===== src/hdl/okrl_pkg.sv =====
// Shared types and constants for the ordered keyed record list.
// Used by okrl_cell and ordered_keyed_record_list; depends on nothing.
`default_nettype none
package okrl_pkg;

  localparam int DEPTH   = 16;
  localparam int IDX_W   = (DEPTH > 1) ? $clog2(DEPTH) : 1;
  localparam int COUNT_W = $clog2(DEPTH + 1);
  localparam int POS_W   = 4;
  // wide enough for count, cell index and position alike
  localparam int CMP_W   = (COUNT_W > POS_W) ? COUNT_W : POS_W;
  localparam int TOTAL_W = 5;
  localparam int FPOS_W  = 4;

  typedef enum logic [1:0] {
    OP_APPEND = 2'd0,
    OP_FIND   = 2'd1,
    OP_REMOVE = 2'd2
  } op_t;

  typedef enum logic [2:0] {
    ST_OK        = 3'd0,
    ST_NOT_FOUND = 3'd1,
    ST_EMPTY     = 3'd2,
    ST_FULL      = 3'd3,
    ST_RANGE     = 3'd4
  } status_t;

  typedef enum logic [1:0] {
    S_IDLE,
    S_EXEC,
    S_REPORT
  } fsm_t;

  typedef struct packed {
    logic signed [31:0] key;
    logic signed [31:0] num;
  } rec_t;

  // per-cell load controls
  typedef struct packed {
    logic wr_en;
    logic shift_en;
  } cell_ctrl_t;

endpackage
`default_nettype wire


===== src/hdl/ordered_keyed_record_list.sv =====
// Every item passes through accept, update and compare in the cell
// chain, then first-match select; done pulses in the cycle after that and
// busy drops in that same cycle, so the next item is taken only once busy has dropped.
// The receiver cannot stall; done is a one-cycle strobe.
// Synchronous reset empties the list; record contents are not cleared.
`default_nettype none
module ordered_keyed_record_list (
  input  wire logic        clk,
  input  wire logic        rst,
  input  wire logic        start,
  output logic             busy,
  input  wire logic [1:0]  op,
  input  wire logic signed [31:0] key,
  input  wire logic signed [31:0] street_number,
  input  wire logic [3:0]  position,
  output logic             done,
  output logic [2:0]       status,
  output logic [3:0]       found_position,
  output logic signed [31:0] found_key,
  output logic signed [31:0] found_street_number,
  output logic [4:0]       entry_total
);
  import okrl_pkg::*;

  fsm_t state, state_next;

  logic [1:0]         op_q;
  logic [POS_W-1:0]   pos_q;
  rec_t               in_rec;
  logic [COUNT_W-1:0] count;
  logic [DEPTH-1:0]   match_q;
  status_t            exec_status;

  rec_t               cell_rec   [DEPTH];
  rec_t               cell_next  [DEPTH];
  cell_ctrl_t         cell_ctrl  [DEPTH];
  logic [DEPTH-1:0]   cell_match;
  logic [DEPTH-1:0]   valid_mask;

  logic [CMP_W-1:0]   count_ext;
  logic [CMP_W-1:0]   pos_ext;
  logic               is_exec;
  logic               room;
  logic               pos_ok;

  logic [IDX_W-1:0]   hit_idx;
  logic               hit;

  assign count_ext = CMP_W'(count);
  assign pos_ext   = CMP_W'(pos_q);
  assign is_exec   = (state == S_EXEC);
  assign room      = (count_ext < CMP_W'(DEPTH));
  assign pos_ok    = (pos_ext < count_ext);
  assign busy      = (state != S_IDLE);

  // cell chain
  for (genvar i = 0; i < DEPTH; i++) begin : g_cell
    if (i == DEPTH - 1) begin : g_last
      assign cell_next[i] = '0;
    end else begin : g_mid
      assign cell_next[i] = cell_rec[i + 1];
    end
    assign valid_mask[i]      = (CMP_W'(i) < count_ext);
    assign cell_ctrl[i].wr_en = is_exec && (op_q == OP_APPEND) && room &&
                                (count_ext == CMP_W'(i));
    assign cell_ctrl[i].shift_en = is_exec && (op_q == OP_REMOVE) && pos_ok &&
                                   (CMP_W'(i) >= pos_ext);
    okrl_cell u_cell (
      .clk        (clk),
      .ctrl       (cell_ctrl[i]),
      .wr_rec     (in_rec),
      .next_rec   (cell_next[i]),
      .search_key (in_rec.key),
      .rec        (cell_rec[i]),
      .match      (cell_match[i])
    );
  end

  // first match: scan from the tail so the lowest index wins
  always_comb begin
    hit_idx = '0;
    hit     = 1'b0;
    for (int i = DEPTH - 1; i >= 0; i--) begin
      if (match_q[i]) begin
        hit_idx = IDX_W'(i);
        hit     = 1'b1;
      end
    end
  end

  always_comb begin
    exec_status = ST_OK;
    case (op_q)
      OP_APPEND: exec_status = room ? ST_OK : ST_FULL;
      OP_REMOVE: exec_status = pos_ok ? ST_OK : ST_RANGE;
      default:   exec_status = ST_OK;
    endcase
  end

  always_comb begin
    state_next = state;
    unique case (state)
      S_IDLE:   if (start) state_next = S_EXEC;
      S_EXEC:   state_next = S_REPORT;
      S_REPORT: state_next = S_IDLE;
      default:  state_next = S_IDLE;
    endcase
  end

  always_ff @(posedge clk) begin
    if (rst) begin
      state <= S_IDLE;
    end else begin
      state <= state_next;
    end
  end

  always_ff @(posedge clk) begin
    if (rst) begin
      count <= '0;
      done  <= 1'b0;
    end else begin
      done <= (state == S_REPORT);
      if (is_exec) begin
        if ((op_q == OP_APPEND) && room) begin
          count <= count + COUNT_W'(1);
        end else if ((op_q == OP_REMOVE) && pos_ok) begin
          count <= count - COUNT_W'(1);
        end
      end
    end
  end

  // payload: latch the item, the compare vector and the result
  always_ff @(posedge clk) begin
    if (state == S_IDLE && start) begin
      op_q       <= op;
      pos_q      <= position;
      in_rec.key <= key;
      in_rec.num <= street_number;
    end
    if (is_exec) begin
      match_q <= cell_match & valid_mask;
      status  <= exec_status;
    end
    if (state == S_REPORT) begin
      found_position      <= '0;
      found_key           <= '0;
      found_street_number <= '0;
      entry_total         <= TOTAL_W'(count);
      if (op_q == OP_FIND) begin
        if (count == '0) begin
          status <= ST_EMPTY;
        end else if (hit) begin
          status              <= ST_OK;
          found_position      <= FPOS_W'(hit_idx);
          found_key           <= cell_rec[hit_idx].key;
          found_street_number <= cell_rec[hit_idx].num;
        end else begin
          status <= ST_NOT_FOUND;
        end
      end
    end
  end

  a_done_idle: assert property (@(posedge clk) disable iff (rst)
    done |-> !busy) else $error("done while busy");

  a_count_bound: assert property (@(posedge clk) disable iff (rst)
    count_ext <= CMP_W'(DEPTH)) else $error("entry count over capacity");

  a_accept_busy: assert property (@(posedge clk) disable iff (rst)
    (start && !busy) |=> busy) else $error("item accepted but not busy");

  a_full_status: assert property (@(posedge clk) disable iff (rst)
    (done && status == ST_FULL) |-> (count_ext == CMP_W'(DEPTH)))
    else $error("full reported below capacity");

  a_append_grow: assert property (@(posedge clk) disable iff (rst)
    (is_exec && op_q == OP_APPEND && room) |=> (count == $past(count) + COUNT_W'(1)))
    else $error("append did not grow the list");

endmodule
`default_nettype wire


===== src/hdl/okrl_cell.sv =====
// One storage cell of the record chain: holds one record, takes a new one
// at the tail or its upper neighbor's on removal. Depends on okrl_pkg.
`default_nettype none
module okrl_cell (
  input  wire logic              clk,
  input  wire okrl_pkg::cell_ctrl_t ctrl,
  input  wire okrl_pkg::rec_t    wr_rec,
  input  wire okrl_pkg::rec_t    next_rec,
  input  wire logic signed [31:0] search_key,
  output okrl_pkg::rec_t         rec,
  output logic                   match
);
  import okrl_pkg::*;

  always_ff @(posedge clk) begin
    if (ctrl.wr_en) begin
      rec <= wr_rec;
    end else if (ctrl.shift_en) begin
      rec <= next_rec;
    end
  end

  assign match = (rec.key == search_key);

endmodule
`default_nettype wire


===== config.mk =====
export PLATFORM = sky130hd
export DESIGN_NAME = ordered_keyed_record_list
export DESIGN_NICKNAME = d
export VERILOG_FILES = /design/src/hdl/okrl_pkg.sv /design/src/hdl/ordered_keyed_record_list.sv /design/src/hdl/okrl_cell.sv
export SDC_FILE = /design/constraint.sdc
export NUM_CORES = 2
export LEC_CHECK = 0
export CAP_MARGIN = 10
export CORE_MARGIN = 3
export CORE_UTILIZATION = 31
export CTS_CLUSTER_DIAMETER = 40
export DETAILED_ROUTE_END_ITERATION = 6
export DONT_BUFFER_PORTS = 1
export PLACE_DENSITY = 0.44
export SYNTH_ARGS = -nofsm -noshare
export SYNTH_HDL_FRONTEND = slang
export SYNTH_SLANG_ARGS = --single-unit

===== constraint.sdc =====
create_clock -name clk -period 8.7 [get_ports clk]
set_clock_uncertainty 0.05 [all_clocks]
set_input_delay 0.87 -clock clk [delete_from_list [all_inputs] [get_ports clk]]
set_output_delay 0.87 -clock clk [all_outputs]
set_load 0.005 [all_outputs]

# ---- Word level (Yosys, flattened, before mapping)
# Index checks and enable logic that the tools add are counted.
dict set report op_classes {
  n_mux 79
  n_lt_le_gt_ge 35
  reduce_logical 62
  n_eq_ne 36
  bitwise 4
  n_addsub 2
}
# op count
set ops {}
lappend ops {{64-bit two-way mux} 34}
lappend ops {{32-bit == test} 16}
lappend ops {{64-bit binary-select mux with 4-bit select} 1}
lappend ops {{4-bit two-way mux} 16}
lappend ops {{5-bit by 4-bit == test with 1-bit output (second input constant)} 8}
lappend ops {{4-bit by 5-bit less-than comparator with 1-bit output (first input constant)} 8}
lappend ops {{1-bit logical AND} 39}
lappend ops {{2-bit nonzero test} 18}
lappend ops {{4-bit greater-or-equal comparator (first input constant)} 8}
lappend ops {{5-bit by 3-bit == test with 1-bit output (second input constant)} 4}
lappend ops {{3-bit by 5-bit less-than comparator with 1-bit output (first input constant)} 4}
lappend ops {{1-bit two-way mux} 17}
lappend ops {{16-bit bitwise AND} 1}
lappend ops {{3-bit by 4-bit greater-or-equal comparator with 1-bit output (first input constant)} 4}
lappend ops {{3-bit two-way mux} 4}
lappend ops {{5-bit by 2-bit == test with 1-bit output (second input constant)} 2}
lappend ops {{1-bit by 5-bit less-than comparator with 1-bit output (first input constant)} 2}
lappend ops {{2-bit by 5-bit less-than comparator with 1-bit output (first input constant)} 2}
lappend ops {{5-bit two-way mux} 2}
lappend ops {{1-bit by 4-bit greater-or-equal comparator with 1-bit output (first input constant)} 2}
lappend ops {{2-bit by 4-bit greater-or-equal comparator with 1-bit output (first input constant)} 2}
lappend ops {{2-bit two-way mux} 3}
lappend ops {{3-bit case mux with 2 select lines} 1}
lappend ops {{5-bit by 1-bit adder with 5-bit output (second input constant)} 1}
lappend ops {{15 further kinds} 19}
dict set report word_totals {
  in_bits 73
  wordCells 263
  regBits 1194
  out_inout_bits 78
}

# ---- Longest topological paths before layout
dict set report depth {
  depth_word 20
  mapped_depth 11
  mapped_depth_nobuf 9
}

# ---- Cells and area by module
# From an unflattened synthesis, not the netlist that was laid out.
dict set report hier_totals {
  hier_cells 4506
  area_unflattened_um2 63181.8
}
# mod cells_each seq_area_each_um2 instances area_per_inst_um2
set modules_own_cells {}
lappend modules_own_cells {okrl_cell 179 1921.8 16 3067.9}
lappend modules_own_cells {ordered_keyed_record_list 1642 4994.8 1 14094.8}

# ---- Least setup slack after synthesis
# No wires, ideal clock.
dict set report synth_path {
  kind {register -> register}
  startpoint {register count[1]}
  endpoint {register g_cell[0].u_cell.rec[0] (netlist name) (enable)}
  t_arrival_ns 6.724
  stages_incl_launch_ff 11
  synth_period_minus_slack_ns 7.348
  n_path_buf 2
  required_ns 8.076
  path_slack_ns 1.352
  setup_ns 0.574
  cell_sequence {dfxtp_1 > clkbuf_1 > inv_1 > ha_1 > a21o_1 > a21oi_1 > o21ai_0 > or2_2 > clkbuf_1 > or3_1 > o21ai_0}
}
dict set report synth_via {
  elab_chain_cells 4
  elab_cells_between_ends 8
  cone_classes {2 x order compare; 6 x reduce/logical}
}
# element line_no
set synth_lines {}
lappend synth_lines {{from (decl)} ordered_keyed_record_list.sv:30} ;# logic [COUNT_W-1:0] count;
lappend synth_lines {{from (signal assigned)} ordered_keyed_record_list.sv:126} ;# count <= count + COUNT_W'(1);
lappend synth_lines {{from (signal assigned)} ordered_keyed_record_list.sv:128} ;# count <= count - COUNT_W'(1);
lappend synth_lines {{4-bit by 5-bit less-than comparator with 1-bit output / 5-bit less-than comparator (equally long branches)} {ordered_keyed_record_list.sv:53, ordered_keyed_record_list.sv:52}}
lappend synth_lines {{1-bit logical AND (on tied branches) (2 in series)} {ordered_keyed_record_list.sv:66, ordered_keyed_record_list.sv:64}}
lappend synth_lines {{2-bit nonzero test (no source line) *} n/a}
lappend synth_lines {{to (signal assigned)} okrl_cell.sv:17} ;# rec <= wr_rec;
lappend synth_lines {{to (signal assigned)} okrl_cell.sv:19} ;# rec <= next_rec;
lappend synth_lines {{to (decl)} okrl_cell.sv:10} ;# output okrl_pkg::rec_t rec,
# Mark *: on every way between the ends. The rest lies on a longest branch, timed or not.
# A chain may end at the register's enable or synchronous reset.

# ---- Worst setup path after layout
dict set report layout_path {
  startpoint {register state[1]}
  endpoint {register g_cell[6].u_cell.rec[22] (netlist name) (enable)}
}
dict set report layout_via {
  elab_chain_cells 5
  elab_cells_between_ends 8
  cone_classes {1 x eq/ne; 7 x reduce/logical}
}
# element line_no
set layout_lines {}
lappend layout_lines {{from (decl)} ordered_keyed_record_list.sv:25} ;# fsm_t state, state_next;
lappend layout_lines {{from (signal assigned)} ordered_keyed_record_list.sv:114} ;# state <= state_next;
lappend layout_lines {{2-bit by 1-bit == test with 1-bit output *} ordered_keyed_record_list.sv:51} ;# assign is_exec = (state == S_EXEC);
lappend layout_lines {{1-bit logical AND (on tied branches) (3 in series)} {ordered_keyed_record_list.sv:66, ordered_keyed_record_list.sv:64}}
lappend layout_lines {{2-bit nonzero test (no source line) *} n/a}
lappend layout_lines {{to (signal assigned)} okrl_cell.sv:17}
lappend layout_lines {{to (signal assigned)} okrl_cell.sv:19}
lappend layout_lines {{to (decl)} okrl_cell.sv:10}
# Marked as above.

==> impl_metrics.env <==
export IMPL_grt_start_max_net_pins=105
export IMPL_grt_overflow=0
export IMPL_drt_initial_drc_count=4638
export IMPL_area_growth_pct=20.89
export IMPL_track_usage_pct=24.66
export IMPL_drv_cap=0
export IMPL_vias=40510
export IMPL_critical_path_max_fanout=40
export IMPL_io_pins=151
export IMPL_antenna_found_initial=15
export IMPL_syn_inst=4334
export IMPL_rsz0062_at_grt="false"
export IMPL_synthMuxAreaShare_pct=25.35
export IMPL_syn_cell_area_sq_mm=0.06246
export IMPL_dr_pass1_iters=5
export IMPL_post_cts_resized=0
export IMPL_cp_start_kind="register"
export IMPL_finalHoldViolCount=0
export IMPL_arrival_ns=5.85
export IMPL_dieArea_sq_mm=0.2069
export IMPL_grt_pass1_vias=39820
export IMPL_status="finished, final reports clean"
export IMPL_crit_path_end_kind="register"
export IMPL_yosys_area_share_simple_pct=4.071
export IMPL_die_x_um=454.9
export IMPL_core_sq_mm=0.2001
export IMPL_path_class="reg2reg"
export IMPL_synth_net_count=4415
export IMPL_port_buffers=0
export IMPL_rows=164
export IMPL_vias_per_cell=5.558
export IMPL_place_congestion=0.9729
export IMPL_regArea_sq_mm=0.03574
export IMPL_hold_class="in2reg"
export IMPL_setup_viol=0
export IMPL_finalSetupTns_ns=0
export IMPL_ctsHtreeMaxLevel=5
export IMPL_synth_fa_ha_area_share_pct=0.1603
export IMPL_clk_pin_slew_ns=0.05
export IMPL_leakagePower_nw=27.22
export IMPL_clkSinkCount=1194
export IMPL_clock_fmax_mhz=186.3
export IMPL_ys_flop_type="edfxtp_1"
export IMPL_synth_top_family_by_area="multiplexers"
export IMPL_ant_nets=0
export IMPL_yosys_area_top_type="edfxtp_1"
export IMPL_yosys_warnings=0
export IMPL_synth_xor_area_share_pct=7.222
export IMPL_slew_violations=0
export IMPL_setup_slack_ns=3.332
export IMPL_async_flop_share_pct=0
export IMPL_cts_tree="done"
export IMPL_die_h_um=454.9
export IMPL_relSlewSlack_pct=10.88
export IMPL_synthTopCellsByArea="edfxtp_1 (57%), mux2_2 (17%), mux2i_1 (8.0%), xor2_1 (4.3%), xnor2_1 (2.9%)"
export IMPL_crit_required_ns=9.19
export IMPL_start_util_pct=31.22
export IMPL_wl_per_cell_um=35.74
export IMPL_cts_buffers=290
export IMPL_root_buffer="clkbuf_16"
export IMPL_synth_distinct_cells=49
export IMPL_nFillCells=19120
export IMPL_dp_hpwl_um=167700
export IMPL_ys_ff_latch=1194
export IMPL_layout_drive_gt1_share_pct=33.30
export IMPL_synth_compound_area_share_pct=3.281
export IMPL_min_period_ns=5.368
export IMPL_grt_pass1_wl_um=352500
export IMPL_layout_nets=4501
export IMPL_yosysSeqAreaShare_pct=57.23
export IMPL_drc=0
export IMPL_max_slew_worst_pin_slew_ns=1.332
export IMPL_period_share_pct=61.70
export IMPL_p_per_area_mw_per_mm2=237.6
export IMPL_insertion_delay_ns=0.91
export IMPL_preCtsSetupSlack_ns=3.393
export IMPL_cts_path_max_buffers=4
export IMPL_synth_edf_count=1183
export IMPL_vdd_drop_max_mv=0.2084
export IMPL_multi_input_area_sq_mm=0.02541
export IMPL_synth_top_area_share_pct=56.88
export IMPL_syn_area_per_cell_sq_um=14.41
export IMPL_wirelength_um=260500
## through the flow
stage               area, sq um  util (%)  instances  hold slack [ns]  power [W]
floorplan                 62460         -       4334           0.3529   0.006989
global placement          65420     32.70       6712           0.4755   0.007374
detailed placement        65420     32.70       6712           0.4935   0.007368
CTS                       75480     37.73       7279          0.06748    0.01809
global route              75490     37.73       7282           0.1071    0.01843
finish                    75510     37.74       7288           0.1385    0.01794
## layout by cell type, fill, tap and decap left out, types with 43 or more instances in the layout
| master | count |
|---|---|
| xnor2_1 | 207 |
| clkinv_2 | 43 |
| edfxtp_1 | 1183 |
| buf_4 | 109 |
| o22ai_1 | 246 |
| clkbuf_16 | 300 |
| or4_1 | 68 |
| clkinv_1 | 44 |
| nand4_1 | 64 |
| mux2i_1 | 502 |
| nor4_1 | 91 |
| xor2_1 | 308 |
| dlygate4sd3_1 | 71 |
| mux2_2 | 960 |
| and2_1 | 67 |
## cell type report
| class | count | share of cell area (%) |
|---|---|---|
| well taps | 2656 | 4.401 |
| diodes | 8 | 0.02651 |
| repair buffers | 185 | 2.138 |
| clock buffers | 338 | 10.13 |
| inverters | 12 | 0.06297 |
| clock inverters | 158 | 2.250 |
| flip-flops and latches | 1194 | 47.34 |
| multi-input cells | 2737 | 33.65 |
## worst max-delay path, stage by stage, from the launching register on
cell and delay (ns):
dfxtp_1 0.31, nand2b_1 0.21, inv_1 0.65, nand2_1 0.33
nor3_1 0.75, nand2_4 0.72, o21ai_4 0.66, buf_4 0.61
buf_4 0.55
## per-layer routing
metal / vias to the layer above / GRT usage [%] / part of all wire [%]
li1: 17010 / - / -
met1: 21410 / 35.84 / 46
met2: 1695 / 36.64 / 44
met3: 384 / 4.657 / 7.0
met4: 4 / 8.439 / 3.4
met5: - / 0 / 0.010
## cells in the mapped netlist, types with 12 or more instances
cell and n:
xor2_1 308, edfxtp_1 1183, a21oi_1 25, buf_4 21, inv_1 12, clkbuf_1 309, or4_1 68, mux2i_1 502
buf_2 38, and2_1 68, o21ai_0 20, nor4_1 93, buf_1 18, nand3_1 22, xnor2_1 207, mux2_2 960
nand4_1 64, a221oi_1 12, o22ai_1 246, nor2_1 28, nand2_1 49
## registers in the layout, summed over array words and instances, names as in the netlist
register and flops:
status 3, pos_q 4, found_position 4, done 1
match_q 16, count 5, found_key 32, state 2
found_street_number 32, g_cell.u_cell.rec 1024, in_rec 64, entry_total 5
op_q 2
## cell families after synthesis
group                    after synthesis
flip-flops                          1194
AND/OR/NAND/NOR                      427
XOR/XNOR                             515
adder cells (fa/ha/maj)                8
AO/OA/AOI/OAI                        325
buffers and inverters                403
multiplexers                        1462
## final timing paths
| kind | startpoint | to | slack [ns] | depth (start not counted) |
|---|---|---|---|---|
| setup / recovery | state[1] | g_cell[6].u_cell.rec[22] | 3.33 | 8 |
| setup reg to reg | state[1] | g_cell[6].u_cell.rec[22] | 3.33 | 8 |
| hold reg to reg | status[2] | status[2] | 0.50 | 2 |
| hold / removal | start | state[0] | 0.14 | 2 |
## where the power goes
group / internal [W] / switching [W]
Sequential: 0.00635 / 0.0000956
Clock: 0.00719 / 0.00344
Combinational: 0.000260 / 0.000596
Total: 0.0138 / 0.00414
## repair_timing
item                                   CTS  global route
endpoints found under the hold margin   78             0
hold buffers                            71             0
buffers inserted                         0             0
(Power assumes the default switching activity.)
